<file path="src/rtl/core/lgrs_pkg.sv">
// lgrs_pkg: shared types and constants of the light-gun report sequencer
// no dependencies; imported by the channel interface users and all rtl/core modules
package lgrs_pkg;

    // input function codes as seen on the item channel
    localparam logic [2:0] FUNC_READ    = 3'd0;
    localparam logic [2:0] FUNC_PRESS   = 3'd1;
    localparam logic [2:0] FUNC_RELEASE = 3'd2;
    localparam logic [2:0] FUNC_AIM_X   = 3'd3;
    localparam logic [2:0] FUNC_AIM_Y   = 3'd4;

    // configuration register indexes
    localparam logic [1:0] CFG_SCREEN_WIDTH  = 2'd0;
    localparam logic [1:0] CFG_SCREEN_HEIGHT = 2'd1;
    localparam logic [1:0] CFG_ID_LOW        = 2'd2;
    localparam logic [1:0] CFG_ID_HIGH       = 2'd3;

    // report steps
    localparam logic [3:0] STEP_IDLE  = 4'd0;
    localparam logic [3:0] STEP_ID_LO = 4'd1;
    localparam logic [3:0] STEP_ID_HI = 4'd2;
    localparam logic [3:0] STEP_BT_LO = 4'd3;
    localparam logic [3:0] STEP_BT_HI = 4'd4;
    localparam logic [3:0] STEP_X_LO  = 4'd5;
    localparam logic [3:0] STEP_X_HI  = 4'd6;
    localparam logic [3:0] STEP_Y_LO  = 4'd7;
    localparam logic [3:0] STEP_Y_HI  = 4'd8;

    localparam logic [7:0]  IDLE_BYTE = 8'hFF;

    // aim scaling
    localparam int SPAN_W     = 9;
    localparam int DIVIDEND_W = 16 + SPAN_W;
    localparam logic [SPAN_W-1:0] X_SPAN = 9'd384;
    localparam logic [SPAN_W-1:0] Y_SPAN = 9'd223;
    localparam logic [15:0] X_OFFSET = 16'd77;
    localparam logic [15:0] Y_OFFSET = 16'd25;

    // reset values
    localparam logic [15:0] RST_SCREEN_WIDTH  = 16'd384;
    localparam logic [15:0] RST_SCREEN_HEIGHT = 16'd240;
    localparam logic [7:0]  RST_ID_LOW        = 8'd99;
    localparam logic [7:0]  RST_ID_HIGH       = 8'd90;
    localparam logic [15:0] RST_BUTTONS       = 16'hFFFF;
    localparam logic [15:0] RST_AIM_X         = 16'h004D;
    localparam logic [15:0] RST_AIM_Y         = 16'h0019;

    localparam int QUEUE_DEPTH = 2;

    typedef enum logic [2:0] {
        OP_READ    = 3'd0,
        OP_PRESS   = 3'd1,
        OP_RELEASE = 3'd2,
        OP_AIM_X   = 3'd3,
        OP_AIM_Y   = 3'd4
    } op_t;

    typedef struct packed {
        logic [2:0]  func;
        logic [15:0] value;
    } item_t;

    typedef struct packed {
        logic [7:0] read_byte;
        logic       more_pending;
    } result_t;

    typedef struct packed {
        logic [1:0]  addr;
        logic [15:0] data;
    } cfg_t;

    typedef struct packed {
        op_t         op;
        logic [15:0] value;
    } cmd_t;

    typedef struct packed {
        logic [15:0] screen_width;
        logic [15:0] screen_height;
        logic [7:0]  id_low;
        logic [7:0]  id_high;
    } cfg_set_t;

    typedef struct packed {
        logic                  start;
        logic [DIVIDEND_W-1:0] dividend;
        logic [15:0]           divisor;
    } div_req_t;

    typedef struct packed {
        logic        done;
        logic [15:0] quotient;
    } div_rsp_t;

endpackage

</file>
<file path="src/rtl/core/lgrs_chan_if.sv">
// lgrs_chan_if: valid/ready channel carrying one payload beat
// payload type given per instance; used with lgrs_pkg structs
interface lgrs_chan_if #(parameter type payload_t = logic [7:0]) ();
    logic     valid;
    logic     ready;
    payload_t payload;

    modport source (output valid, output payload, input ready);
    modport sink (input valid, input payload, output ready);
endinterface

</file>
<file path="src/rtl/core/lightgun_report_sequencer.sv">
// lightgun_report_sequencer: a read beat is queued, then the back end registers its result byte;
// press and release are carried out by the back end from idle, unused codes are dropped at the front;
// aim beats run dispatch, product setup, 25 divider steps, write-back; one quotient bit a cycle.
// a two-entry command queue lets up to two commands wait while the back end works.
// rst_n is asynchronous, active low; it restores config and report state to defaults.
module lightgun_report_sequencer (
    input  logic        clk,
    input  logic        rst_n,
    lgrs_chan_if.sink   item_in,
    lgrs_chan_if.source result_out,
    lgrs_chan_if.sink   cfg
);
    import lgrs_pkg::*;

    cfg_set_t cfg_set_reg, cfg_set_next;
    logic     cmd_valid, cmd_ready;
    cmd_t     cmd;
    div_req_t div_req;
    div_rsp_t div_rsp;

    // configuration registers
    assign cfg.ready = 1'b1;

    always_comb
    begin
        cfg_set_next = cfg_set_reg;
        if (cfg.valid)
        begin
            unique case (cfg.payload.addr)
                CFG_SCREEN_WIDTH:  cfg_set_next.screen_width  = cfg.payload.data;
                CFG_SCREEN_HEIGHT: cfg_set_next.screen_height = cfg.payload.data;
                CFG_ID_LOW:        cfg_set_next.id_low        = cfg.payload.data[7:0];
                CFG_ID_HIGH:       cfg_set_next.id_high       = cfg.payload.data[7:0];
                default: ;
            endcase
        end
    end

    always_ff @(posedge clk or negedge rst_n)
    begin
        if (!rst_n)
        begin
            cfg_set_reg.screen_width  <= RST_SCREEN_WIDTH;
            cfg_set_reg.screen_height <= RST_SCREEN_HEIGHT;
            cfg_set_reg.id_low        <= RST_ID_LOW;
            cfg_set_reg.id_high       <= RST_ID_HIGH;
        end
        else
        begin
            cfg_set_reg <= cfg_set_next;
        end
    end

    // front end: accept and queue
    lgrs_front u_front (
        .clk       (clk),
        .rst_n     (rst_n),
        .item_in   (item_in),
        .cmd_valid (cmd_valid),
        .cmd       (cmd),
        .cmd_ready (cmd_ready)
    );

    // back end: execute and return results
    lgrs_back u_back (
        .clk        (clk),
        .rst_n      (rst_n),
        .cmd_valid  (cmd_valid),
        .cmd        (cmd),
        .cmd_ready  (cmd_ready),
        .cfg        (cfg_set_reg),
        .div_req    (div_req),
        .div_rsp    (div_rsp),
        .result_out (result_out)
    );

    // aim scaling divider
    lgrs_divider u_divider (
        .clk   (clk),
        .rst_n (rst_n),
        .req   (div_req),
        .rsp   (div_rsp)
    );

endmodule

</file>
<file path="src/rtl/core/lgrs_divider.sv">
// lgrs_divider: restoring divider, one quotient bit per cycle, 16-bit saturated result
// depends on lgrs_pkg for div_req_t, div_rsp_t and DIVIDEND_W
module lgrs_divider (
    input  logic              clk,
    input  logic              rst_n,
    input  lgrs_pkg::div_req_t req,
    output lgrs_pkg::div_rsp_t rsp
);
    import lgrs_pkg::*;

    localparam int CNT_W = $clog2(DIVIDEND_W);
    localparam logic [CNT_W-1:0] LAST_CNT = CNT_W'(DIVIDEND_W - 1);

    logic                  busy_reg, busy_next;
    logic                  done_reg, done_next;
    logic [CNT_W-1:0]      cnt_reg, cnt_next;
    logic [DIVIDEND_W-1:0] quo_reg, quo_next;
    logic [15:0]           rem_reg, rem_next;
    logic [15:0]           dvs_reg, dvs_next;

    logic [16:0] rem_sh;
    logic [16:0] diff;
    logic        ge;

    // one restoring step
    always_comb
    begin
        rem_sh = {rem_reg, quo_reg[DIVIDEND_W-1]};
        diff   = rem_sh - {1'b0, dvs_reg};
        ge     = rem_sh >= {1'b0, dvs_reg};
    end

    // step sequencing; a zero divisor gives all ones, which saturates
    always_comb
    begin
        busy_next = busy_reg;
        done_next = 1'b0;
        cnt_next  = cnt_reg;
        quo_next  = quo_reg;
        rem_next  = rem_reg;
        dvs_next  = dvs_reg;
        if (req.start)
        begin
            busy_next = 1'b1;
            cnt_next  = '0;
            quo_next  = req.dividend;
            rem_next  = '0;
            dvs_next  = req.divisor;
        end
        else if (busy_reg)
        begin
            quo_next = {quo_reg[DIVIDEND_W-2:0], ge};
            rem_next = ge ? diff[15:0] : rem_sh[15:0];
            cnt_next = cnt_reg + 1'b1;
            if (cnt_reg == LAST_CNT)
            begin
                busy_next = 1'b0;
                done_next = 1'b1;
            end
        end
    end

    always_ff @(posedge clk or negedge rst_n)
    begin
        if (!rst_n)
        begin
            busy_reg <= 1'b0;
            done_reg <= 1'b0;
            cnt_reg  <= '0;
        end
        else
        begin
            busy_reg <= busy_next;
            done_reg <= done_next;
            cnt_reg  <= cnt_next;
        end
    end

    always_ff @(posedge clk)
    begin
        quo_reg <= quo_next;
        rem_reg <= rem_next;
        dvs_reg <= dvs_next;
    end

    // saturate to 16 bits
    always_comb
    begin
        rsp.done     = done_reg;
        rsp.quotient = (|quo_reg[DIVIDEND_W-1:16]) ? 16'hFFFF : quo_reg[15:0];
    end

endmodule

</file>
<file path="src/rtl/core/lgrs_front.sv">
// lgrs_front: accepts item beats, decodes the function code and queues commands
// depends on lgrs_pkg and lgrs_chan_if
module lgrs_front (
    input  logic           clk,
    input  logic           rst_n,
    lgrs_chan_if.sink      item_in,
    output logic           cmd_valid,
    output lgrs_pkg::cmd_t cmd,
    input  logic           cmd_ready
);
    import lgrs_pkg::*;

    localparam int PTR_W = $clog2(QUEUE_DEPTH);
    localparam int CNT_W = $clog2(QUEUE_DEPTH + 1);
    localparam logic [CNT_W-1:0] FULL_CNT = CNT_W'(QUEUE_DEPTH);
    localparam logic [PTR_W-1:0] LAST_PTR = PTR_W'(QUEUE_DEPTH - 1);

    cmd_t             queue_reg [QUEUE_DEPTH];
    logic [PTR_W-1:0] wr_ptr_reg, wr_ptr_next;
    logic [PTR_W-1:0] rd_ptr_reg, rd_ptr_next;
    logic [CNT_W-1:0] count_reg, count_next;

    logic accept, push, pop, is_cmd;
    op_t  op;

    // decode; unused codes are taken and dropped
    always_comb
    begin
        is_cmd = 1'b1;
        op     = OP_READ;
        unique case (item_in.payload.func)
            FUNC_READ:    op = OP_READ;
            FUNC_PRESS:   op = OP_PRESS;
            FUNC_RELEASE: op = OP_RELEASE;
            FUNC_AIM_X:   op = OP_AIM_X;
            FUNC_AIM_Y:   op = OP_AIM_Y;
            default:      is_cmd = 1'b0;
        endcase
    end

    assign item_in.ready = (count_reg != FULL_CNT);
    assign accept        = item_in.valid && item_in.ready;
    assign push          = accept && is_cmd;
    assign cmd_valid     = (count_reg != '0);
    assign pop           = cmd_valid && cmd_ready;
    assign cmd           = queue_reg[rd_ptr_reg];

    // queue pointers
    always_comb
    begin
        wr_ptr_next = wr_ptr_reg;
        rd_ptr_next = rd_ptr_reg;
        count_next  = count_reg;
        if (push)
        begin
            wr_ptr_next = (wr_ptr_reg == LAST_PTR) ? '0 : wr_ptr_reg + 1'b1;
        end
        if (pop)
        begin
            rd_ptr_next = (rd_ptr_reg == LAST_PTR) ? '0 : rd_ptr_reg + 1'b1;
        end
        priority if (push && !pop)
        begin
            count_next = count_reg + 1'b1;
        end
        else if (pop && !push)
        begin
            count_next = count_reg - 1'b1;
        end
    end

    always_ff @(posedge clk or negedge rst_n)
    begin
        if (!rst_n)
        begin
            wr_ptr_reg <= '0;
            rd_ptr_reg <= '0;
            count_reg  <= '0;
        end
        else
        begin
            wr_ptr_reg <= wr_ptr_next;
            rd_ptr_reg <= rd_ptr_next;
            count_reg  <= count_next;
        end
    end

    // queue storage
    always_ff @(posedge clk)
    begin
        if (push)
        begin
            queue_reg[wr_ptr_reg] <= '{op: op, value: item_in.payload.value};
        end
    end

endmodule

</file>
<file path="src/rtl/core/lgrs_back.sv">
// lgrs_back: carries out queued commands, holds report state and the result register
// depends on lgrs_pkg, lgrs_chan_if and an lgrs_divider on div_req/div_rsp
module lgrs_back (
    input  logic               clk,
    input  logic               rst_n,
    input  logic               cmd_valid,
    input  lgrs_pkg::cmd_t     cmd,
    output logic               cmd_ready,
    input  lgrs_pkg::cfg_set_t cfg,
    output lgrs_pkg::div_req_t div_req,
    input  lgrs_pkg::div_rsp_t div_rsp,
    lgrs_chan_if.source        result_out
);
    import lgrs_pkg::*;

    localparam logic [1:0] S_IDLE = 2'd0;
    localparam logic [1:0] S_MUL  = 2'd1;
    localparam logic [1:0] S_DIV  = 2'd2;

    logic [1:0]  state_reg, state_next;
    logic [3:0]  step_reg, step_next;
    logic        ready_flag_reg, ready_flag_next;
    logic [15:0] buttons_reg, buttons_next;
    logic [15:0] aim_x_reg, aim_x_next;
    logic [15:0] aim_y_reg, aim_y_next;
    logic        axis_y_reg, axis_y_next;
    logic [15:0] value_reg, value_next;
    logic        out_valid_reg, out_valid_next;
    result_t     out_reg, out_next;

    logic        out_free, pop;
    logic [7:0]  byte_sel;
    logic [15:0] aim_sum;

    assign out_free  = !out_valid_reg || result_out.ready;
    assign cmd_ready = (state_reg == S_IDLE) && (cmd.op != OP_READ || out_free);
    assign pop       = cmd_valid && cmd_ready;

    assign result_out.valid   = out_valid_reg;
    assign result_out.payload = out_reg;

    // report byte for the current step; an out-of-range step reads as idle
    always_comb
    begin
        unique case (step_reg)
            STEP_ID_LO: byte_sel = cfg.id_low;
            STEP_ID_HI: byte_sel = cfg.id_high;
            STEP_BT_LO: byte_sel = buttons_reg[7:0];
            STEP_BT_HI: byte_sel = buttons_reg[15:8];
            STEP_X_LO:  byte_sel = aim_x_reg[7:0];
            STEP_X_HI:  byte_sel = aim_x_reg[15:8];
            STEP_Y_LO:  byte_sel = aim_y_reg[7:0];
            STEP_Y_HI:  byte_sel = aim_y_reg[15:8];
            default:    byte_sel = IDLE_BYTE;
        endcase
    end

    // scaled coordinate plus offset, wrapping at 16 bits
    assign aim_sum = div_rsp.quotient + (axis_y_reg ? Y_OFFSET : X_OFFSET);

    // divider request: product registered inside the divider
    always_comb
    begin
        div_req.start    = (state_reg == S_MUL);
        div_req.dividend = DIVIDEND_W'(value_reg)
                         * DIVIDEND_W'(axis_y_reg ? Y_SPAN : X_SPAN);
        div_req.divisor  = axis_y_reg ? cfg.screen_height : cfg.screen_width;
    end

    // command execution
    always_comb
    begin
        state_next      = state_reg;
        step_next       = step_reg;
        ready_flag_next = ready_flag_reg;
        buttons_next    = buttons_reg;
        aim_x_next      = aim_x_reg;
        aim_y_next      = aim_y_reg;
        axis_y_next     = axis_y_reg;
        value_next      = value_reg;
        out_next        = out_reg;
        out_valid_next  = out_valid_reg && !result_out.ready;

        unique case (state_reg)
            S_IDLE:
            begin
                if (pop)
                begin
                    unique case (cmd.op)
                        OP_READ:
                        begin
                            out_valid_next = 1'b1;
                            if (step_reg == STEP_Y_HI)
                            begin
                                ready_flag_next = 1'b0;
                                step_next       = STEP_IDLE;
                            end
                            else if (step_reg > STEP_Y_HI)
                            begin
                                ready_flag_next = 1'b1;
                                step_next       = STEP_ID_LO;
                            end
                            else
                            begin
                                ready_flag_next = 1'b1;
                                step_next       = step_reg + 1'b1;
                            end
                            out_next.read_byte    = byte_sel;
                            out_next.more_pending = ready_flag_next;
                        end
                        OP_PRESS:   buttons_next = buttons_reg & ~cmd.value;
                        OP_RELEASE: buttons_next = buttons_reg | cmd.value;
                        OP_AIM_X, OP_AIM_Y:
                        begin
                            axis_y_next = (cmd.op == OP_AIM_Y);
                            value_next  = cmd.value;
                            state_next  = S_MUL;
                        end
                        default: ;
                    endcase
                end
            end
            S_MUL:
            begin
                state_next = S_DIV;
            end
            S_DIV:
            begin
                if (div_rsp.done)
                begin
                    if (axis_y_reg)
                    begin
                        aim_y_next = aim_sum;
                    end
                    else
                    begin
                        aim_x_next = aim_sum;
                    end
                    state_next = S_IDLE;
                end
            end
            default:
            begin
                state_next = S_IDLE;
            end
        endcase
    end

    always_ff @(posedge clk or negedge rst_n)
    begin
        if (!rst_n)
        begin
            state_reg      <= S_IDLE;
            step_reg       <= STEP_IDLE;
            ready_flag_reg <= 1'b1;
            buttons_reg    <= RST_BUTTONS;
            aim_x_reg      <= RST_AIM_X;
            aim_y_reg      <= RST_AIM_Y;
            out_valid_reg  <= 1'b0;
        end
        else
        begin
            state_reg      <= state_next;
            step_reg       <= step_next;
            ready_flag_reg <= ready_flag_next;
            buttons_reg    <= buttons_next;
            aim_x_reg      <= aim_x_next;
            aim_y_reg      <= aim_y_next;
            out_valid_reg  <= out_valid_next;
        end
    end

    always_ff @(posedge clk)
    begin
        axis_y_reg <= axis_y_next;
        value_reg  <= value_next;
        out_reg    <= out_next;
    end

endmodule

</file>
<file path="src/flat_wrapper.sv">
// flat-port wrapper written by rule: the top's interface ports become plain ports
module lightgun_report_sequencer_flat import lgrs_pkg::*;
  (clk, rst_n, item_in_valid, item_in_payload, item_in_ready, result_out_valid, result_out_payload, result_out_ready, cfg_valid, cfg_payload, cfg_ready);
  lgrs_chan_if #(.payload_t(item_t)) item_in_i ();
  lgrs_chan_if #(.payload_t(result_t)) result_out_i ();
  lgrs_chan_if #(.payload_t(cfg_t)) cfg_i ();
  input  logic clk;
  input  logic rst_n;
  input wire logic [$bits(item_in_i.valid)-1:0] item_in_valid;
  input wire logic [$bits(item_in_i.payload)-1:0] item_in_payload;
  output wire logic [$bits(item_in_i.ready)-1:0] item_in_ready;
  output wire logic [$bits(result_out_i.valid)-1:0] result_out_valid;
  output wire logic [$bits(result_out_i.payload)-1:0] result_out_payload;
  input wire logic [$bits(result_out_i.ready)-1:0] result_out_ready;
  input wire logic [$bits(cfg_i.valid)-1:0] cfg_valid;
  input wire logic [$bits(cfg_i.payload)-1:0] cfg_payload;
  output wire logic [$bits(cfg_i.ready)-1:0] cfg_ready;
  assign item_in_i.valid = item_in_valid;
  assign item_in_i.payload = item_in_payload;
  assign item_in_ready = item_in_i.ready;
  assign result_out_valid = result_out_i.valid;
  assign result_out_payload = result_out_i.payload;
  assign result_out_i.ready = result_out_ready;
  assign cfg_i.valid = cfg_valid;
  assign cfg_i.payload = cfg_payload;
  assign cfg_ready = cfg_i.ready;
  lightgun_report_sequencer u_core (.clk(clk), .rst_n(rst_n), .item_in(item_in_i), .result_out(result_out_i), .cfg(cfg_i));
endmodule
</file>
<file path="config.mk">
export PLATFORM = sky130hd
export DESIGN_NAME = lightgun_report_sequencer_flat
export DESIGN_NICKNAME = d
export VERILOG_FILES = /design/src/rtl/core/lgrs_pkg.sv /design/src/rtl/core/lgrs_chan_if.sv /design/src/rtl/core/lightgun_report_sequencer.sv /design/src/rtl/core/lgrs_divider.sv /design/src/rtl/core/lgrs_front.sv /design/src/rtl/core/lgrs_back.sv /design/src/flat_wrapper.sv
export SDC_FILE = /design/constraint.sdc
export NUM_CORES = 1
export LEC_CHECK = 0
export BUFFER_PORTS_ARGS = -buffer_cell sky130_fd_sc_hd__buf_2
export CAP_MARGIN = 20
export CORE_MARGIN = 3
export CORE_UTILIZATION = 63
export DETAILED_ROUTE_END_ITERATION = 12
export PLACE_DENSITY = 0.81
export SLEW_MARGIN = 40
export SYNTH_ARGS = -nofsm -noshare
export SYNTH_HDL_FRONTEND = slang
export SYNTH_SLANG_ARGS = --single-unit
</file>
<file path="constraint.sdc">
create_clock -name clk -period 6.5 [get_ports clk]
set_input_delay 0.325 -clock clk [delete_from_list [all_inputs] [get_ports clk]]
set_output_delay 0.325 -clock clk [all_outputs]
set_load 0.02 [all_outputs]
</file>
==> summary.md <==
| Metric | Value |
|---|---|
| Status | `finished, final reports clean` |
| Post-Synthesis Cells | `between 1000 and 1500` |
| CP Max Fanout | `14` |
| Initial Utilization | `65.0%` |
| Crit path arrival time | `between 5 and 6 ns` |
| DP HPWL | `~25000 um` |
| # diodes | `0` |
| Top cell type's share of synthesized area | `between 20% and 30%` |
| Area growth syn-to-layout | `9.60%` |
| CTS tree | `yes` |
| Crit. End Element | `flip-flop` |
| Yosys warning count | `0` |
| Routability cong. | `0.931` |
| Multi-input logic area | `around 8000 um2` |
| Setup_tns | `0 ns` |
| # IOs | `54` |
| ANT nets after route | `0` |
| Hold Vio Cnt, Final | `0` |
| Relative slew slack | `between 40% and 50%` |
| Worst-margin pin slew | `0.855 ns` |
| Hold Crit Class | `primary input to flip-flop` |
| Post-CTS setup buffers | `0` |
| Startpoint Class | `flip-flop` |
| Nets | `between 1500 and 2000` |
| Req. time, crit path | `6.76 ns` |
| PortBufs | `between 50 and 60` |
| Largest net degree at the start of global routing | `72` |
| Drt wl/cell | `between 15 and 20 um` |
| Synth Flop Type | `edfxtp_1` |
| First-pass GRT wire length | `57200 um` |
| Initial DRT Pass Iterations | `5` |
| Routed WL | `34500 um` |
| CTS Sinks | `235` |
| Total number of vias | `approximately 11000` |
| Max reg flops | `48` |
| Crit share post-route | `a little over four fifths` |
| Full die area | `approximately 26000 um2` |
| Top-count cell post-synth | `inv_1` |
| Post-synth EDFFs | `about 110` |
| Synth cell count leaders | `inv_1, nand2_1, edfxtp_1` |
| Vias in the first global route | `about 11000` |
| Max-cap violation count | `0` |
| CTS buffer count | `24` |
| Clk Latency, worst-skew pair | `between 0.5 and 0.6 ns` |
| Finish-stage setup viols | `0` |
| Min Tclk post-route | `between 5 and 6 ns` |
| Total track usage | `around 27%` |
| Final core utilization | `slightly above 70%` |
| FFs w/ async S/R, synth | `between 40% and 50%` |
| Fill cells | `about 1600` |
| Register cell area after layout | `6370 um2` |
| DRC viols | `0` |
| Top post-synthesis cells by area | `edfxtp_1, dfrtp_1, fa_1, ha_1, mux2_2` |
| Syn Area/Cell | `roughly 11 um2` |
| Die Y | `163 um` |
| Clk_skew | `0.0113 ns` |
| Worst-path clk slew | `~0.070 ns` |
| Dpl ws | `approximately 1.1 ns` |
| DP Area | `16000 um2` |
| Max-slew violation count | `0` |
| Final worst setup slack | `about 1.1 ns` |
| Number of H-tree levels | `1` |
| Core ar. | `~24000 um2` |
| Fin area | `16900 um2` |
| Share of the yosys chip area belonging to registers | `between 40% and 50%` |
| Drt via density | `slightly above 6` |
| Clock Path Buffers | `3` |
| Dominant cell type by area after synthesis | `edfxtp_1` |
| Cell variety after synth | `84` |
| Setup repair after global routing missed its margin | `no` |
| Cell Area, Synth | `between 15000 and 20000 um2` |
| Seq cells post-synth | `about 240` |
| Row Count | `56` |
| Setup Crit Path Kind | `flip-flop to flip-flop` |
| Gr ovfl total | `0` |
| Detailed Route Iter0 Violations | `approximately 1100` |
| Fmax | `~180 MHz` |
| Initial antenna violation count | `0` |
| Syn Nets | `1666` |
| Share of post-route cells with drive strength above 1 | `~17%` |
| CTS Root Cell | `clkbuf_16` |
| Chip Width | `approximately 160 um` |
==> cells in the final DEF (no fill, tap or decap), drive strengths merged, types with 11 or more instances in the layout <==
| cell | count |
|---|---|
| fa | 84 |
| o21ai | 91 |
| clkbuf | 30 |
| dlygate4sd3 | 14 |
| and3 | 15 |
| a21o | 13 |
| inv | 211 |
| nand2b | 14 |
| dfrtp | 77 |
| a31oi | 15 |
| nand2 | 125 |
| dfxtp | 16 |
| o211ai | 13 |
| nand3 | 32 |
| nor2 | 55 |
| buf | 63 |
| edfxtp | 105 |
| nor3 | 12 |
| a21oi | 55 |
| a211oi | 11 |
| xor2 | 15 |
| dfstp | 37 |
| nand4 | 14 |
| mux2 | 100 |
| nor2b | 37 |
| xnor2 | 14 |
| ha | 85 |
| a22oi | 13 |
==> critical path, cell delays in order (launching register included) <==
cell and delay (ns):
edfxtp_1 0.41, inv_1 0.48, nand2_1 0.17, fa_1 0.53, fa_1 0.55, inv_1 0.05, fa_1 0.52, inv_1 0.05
fa_1 0.52, inv_1 0.04, ha_1 0.38, a21oi_1 0.30, o21ai_0 0.15, a221oi_1 0.43, mux2i_1 0.23, o31ai_1 0.09
a221o_1 0.26
==> logic make-up (layout without fill, tap and decap cells) <==
family / Yosys count / after routing / synth area share (%)
other cells: 1 / 1 / 0.0243
xor+xnor: 29 / 29 / 1.64
fa+ha+maj: 169 / 169 / 17.8
flops: 235 / 235 / 41.3
mux: 109 / 109 / 7.87
buf+inv: 269 / 331 / 6.73
simple gates: 357 / 357 / 12.2
compound gates: 286 / 286 / 12.5
==> what timing repair did <==
| action | 4_1_cts | 5_1_grt |
|---|---|---|
| resized for setup | 0 | 0 |
| hold buffers | 14 | 0 |
| endpoints found under the hold margin | 51 | 0 |
==> layout make-up <==
class                   count  share of cell area [%]
well taps                 319                    2.36
clock buffers              30                    3.80
inverters                 210                    4.66
flip-flops and latches    235                    37.6
clock inverters            14                   0.961
multi-input cells         951                    47.7
repair buffers             77                    2.91
==> routing by layer <==
metal / vias to the layer above / global-route usage [%] / share of wire [%]
met1: 5526 / 37.4 / 43
met5: - / 0 / 0
met2: 390 / 44.1 / 48
met3: 75 / 4.07 / 6.8
li1: 5146 / - / -
met4: 0 / 7.77 / 2.9
==> through the flow <==
step | hold WS [ns] | cells
5_1_grt | 0.000777 | 1836
3_5_place_dp | 0.343 | 1777
6_report | 0.0147 | 1836
4_1_cts | 0.00418 | 1835
3_3_place_gp | 0.341 | 1777
2_1_floorplan | 0.0294 | 1455
==> worst paths after layout <==
| path | from | slack, ns | cells past startpoint | endpoint |
|---|---|---|---|---|
| setup / recovery | u_core.u_back.axis_y_reg | 1.08 | 16 | u_core.u_divider.quo_reg[23] |
| hold / removal | item_in_payload[14] | 0.01 | 1 | u_core.u_front.queue_reg[0][14] |
| setup reg to reg | u_core.u_back.axis_y_reg | 1.08 | 16 | u_core.u_divider.quo_reg[23] |
| hold reg to reg | u_core.u_back.aim_x_reg[3] | 0.47 | 2 | u_core.u_back.aim_x_reg[3] |
| max in group asynchronous | rst_n | 5.14 | 3 | u_core.u_back.state_reg[1] |
| min in group asynchronous | rst_n | 0.33 | 2 | u_core.cfg_set_reg[36] |
Power is not shown: default switching activity piles up to over one toggle a cycle in this logic, so the estimate is an artifact.
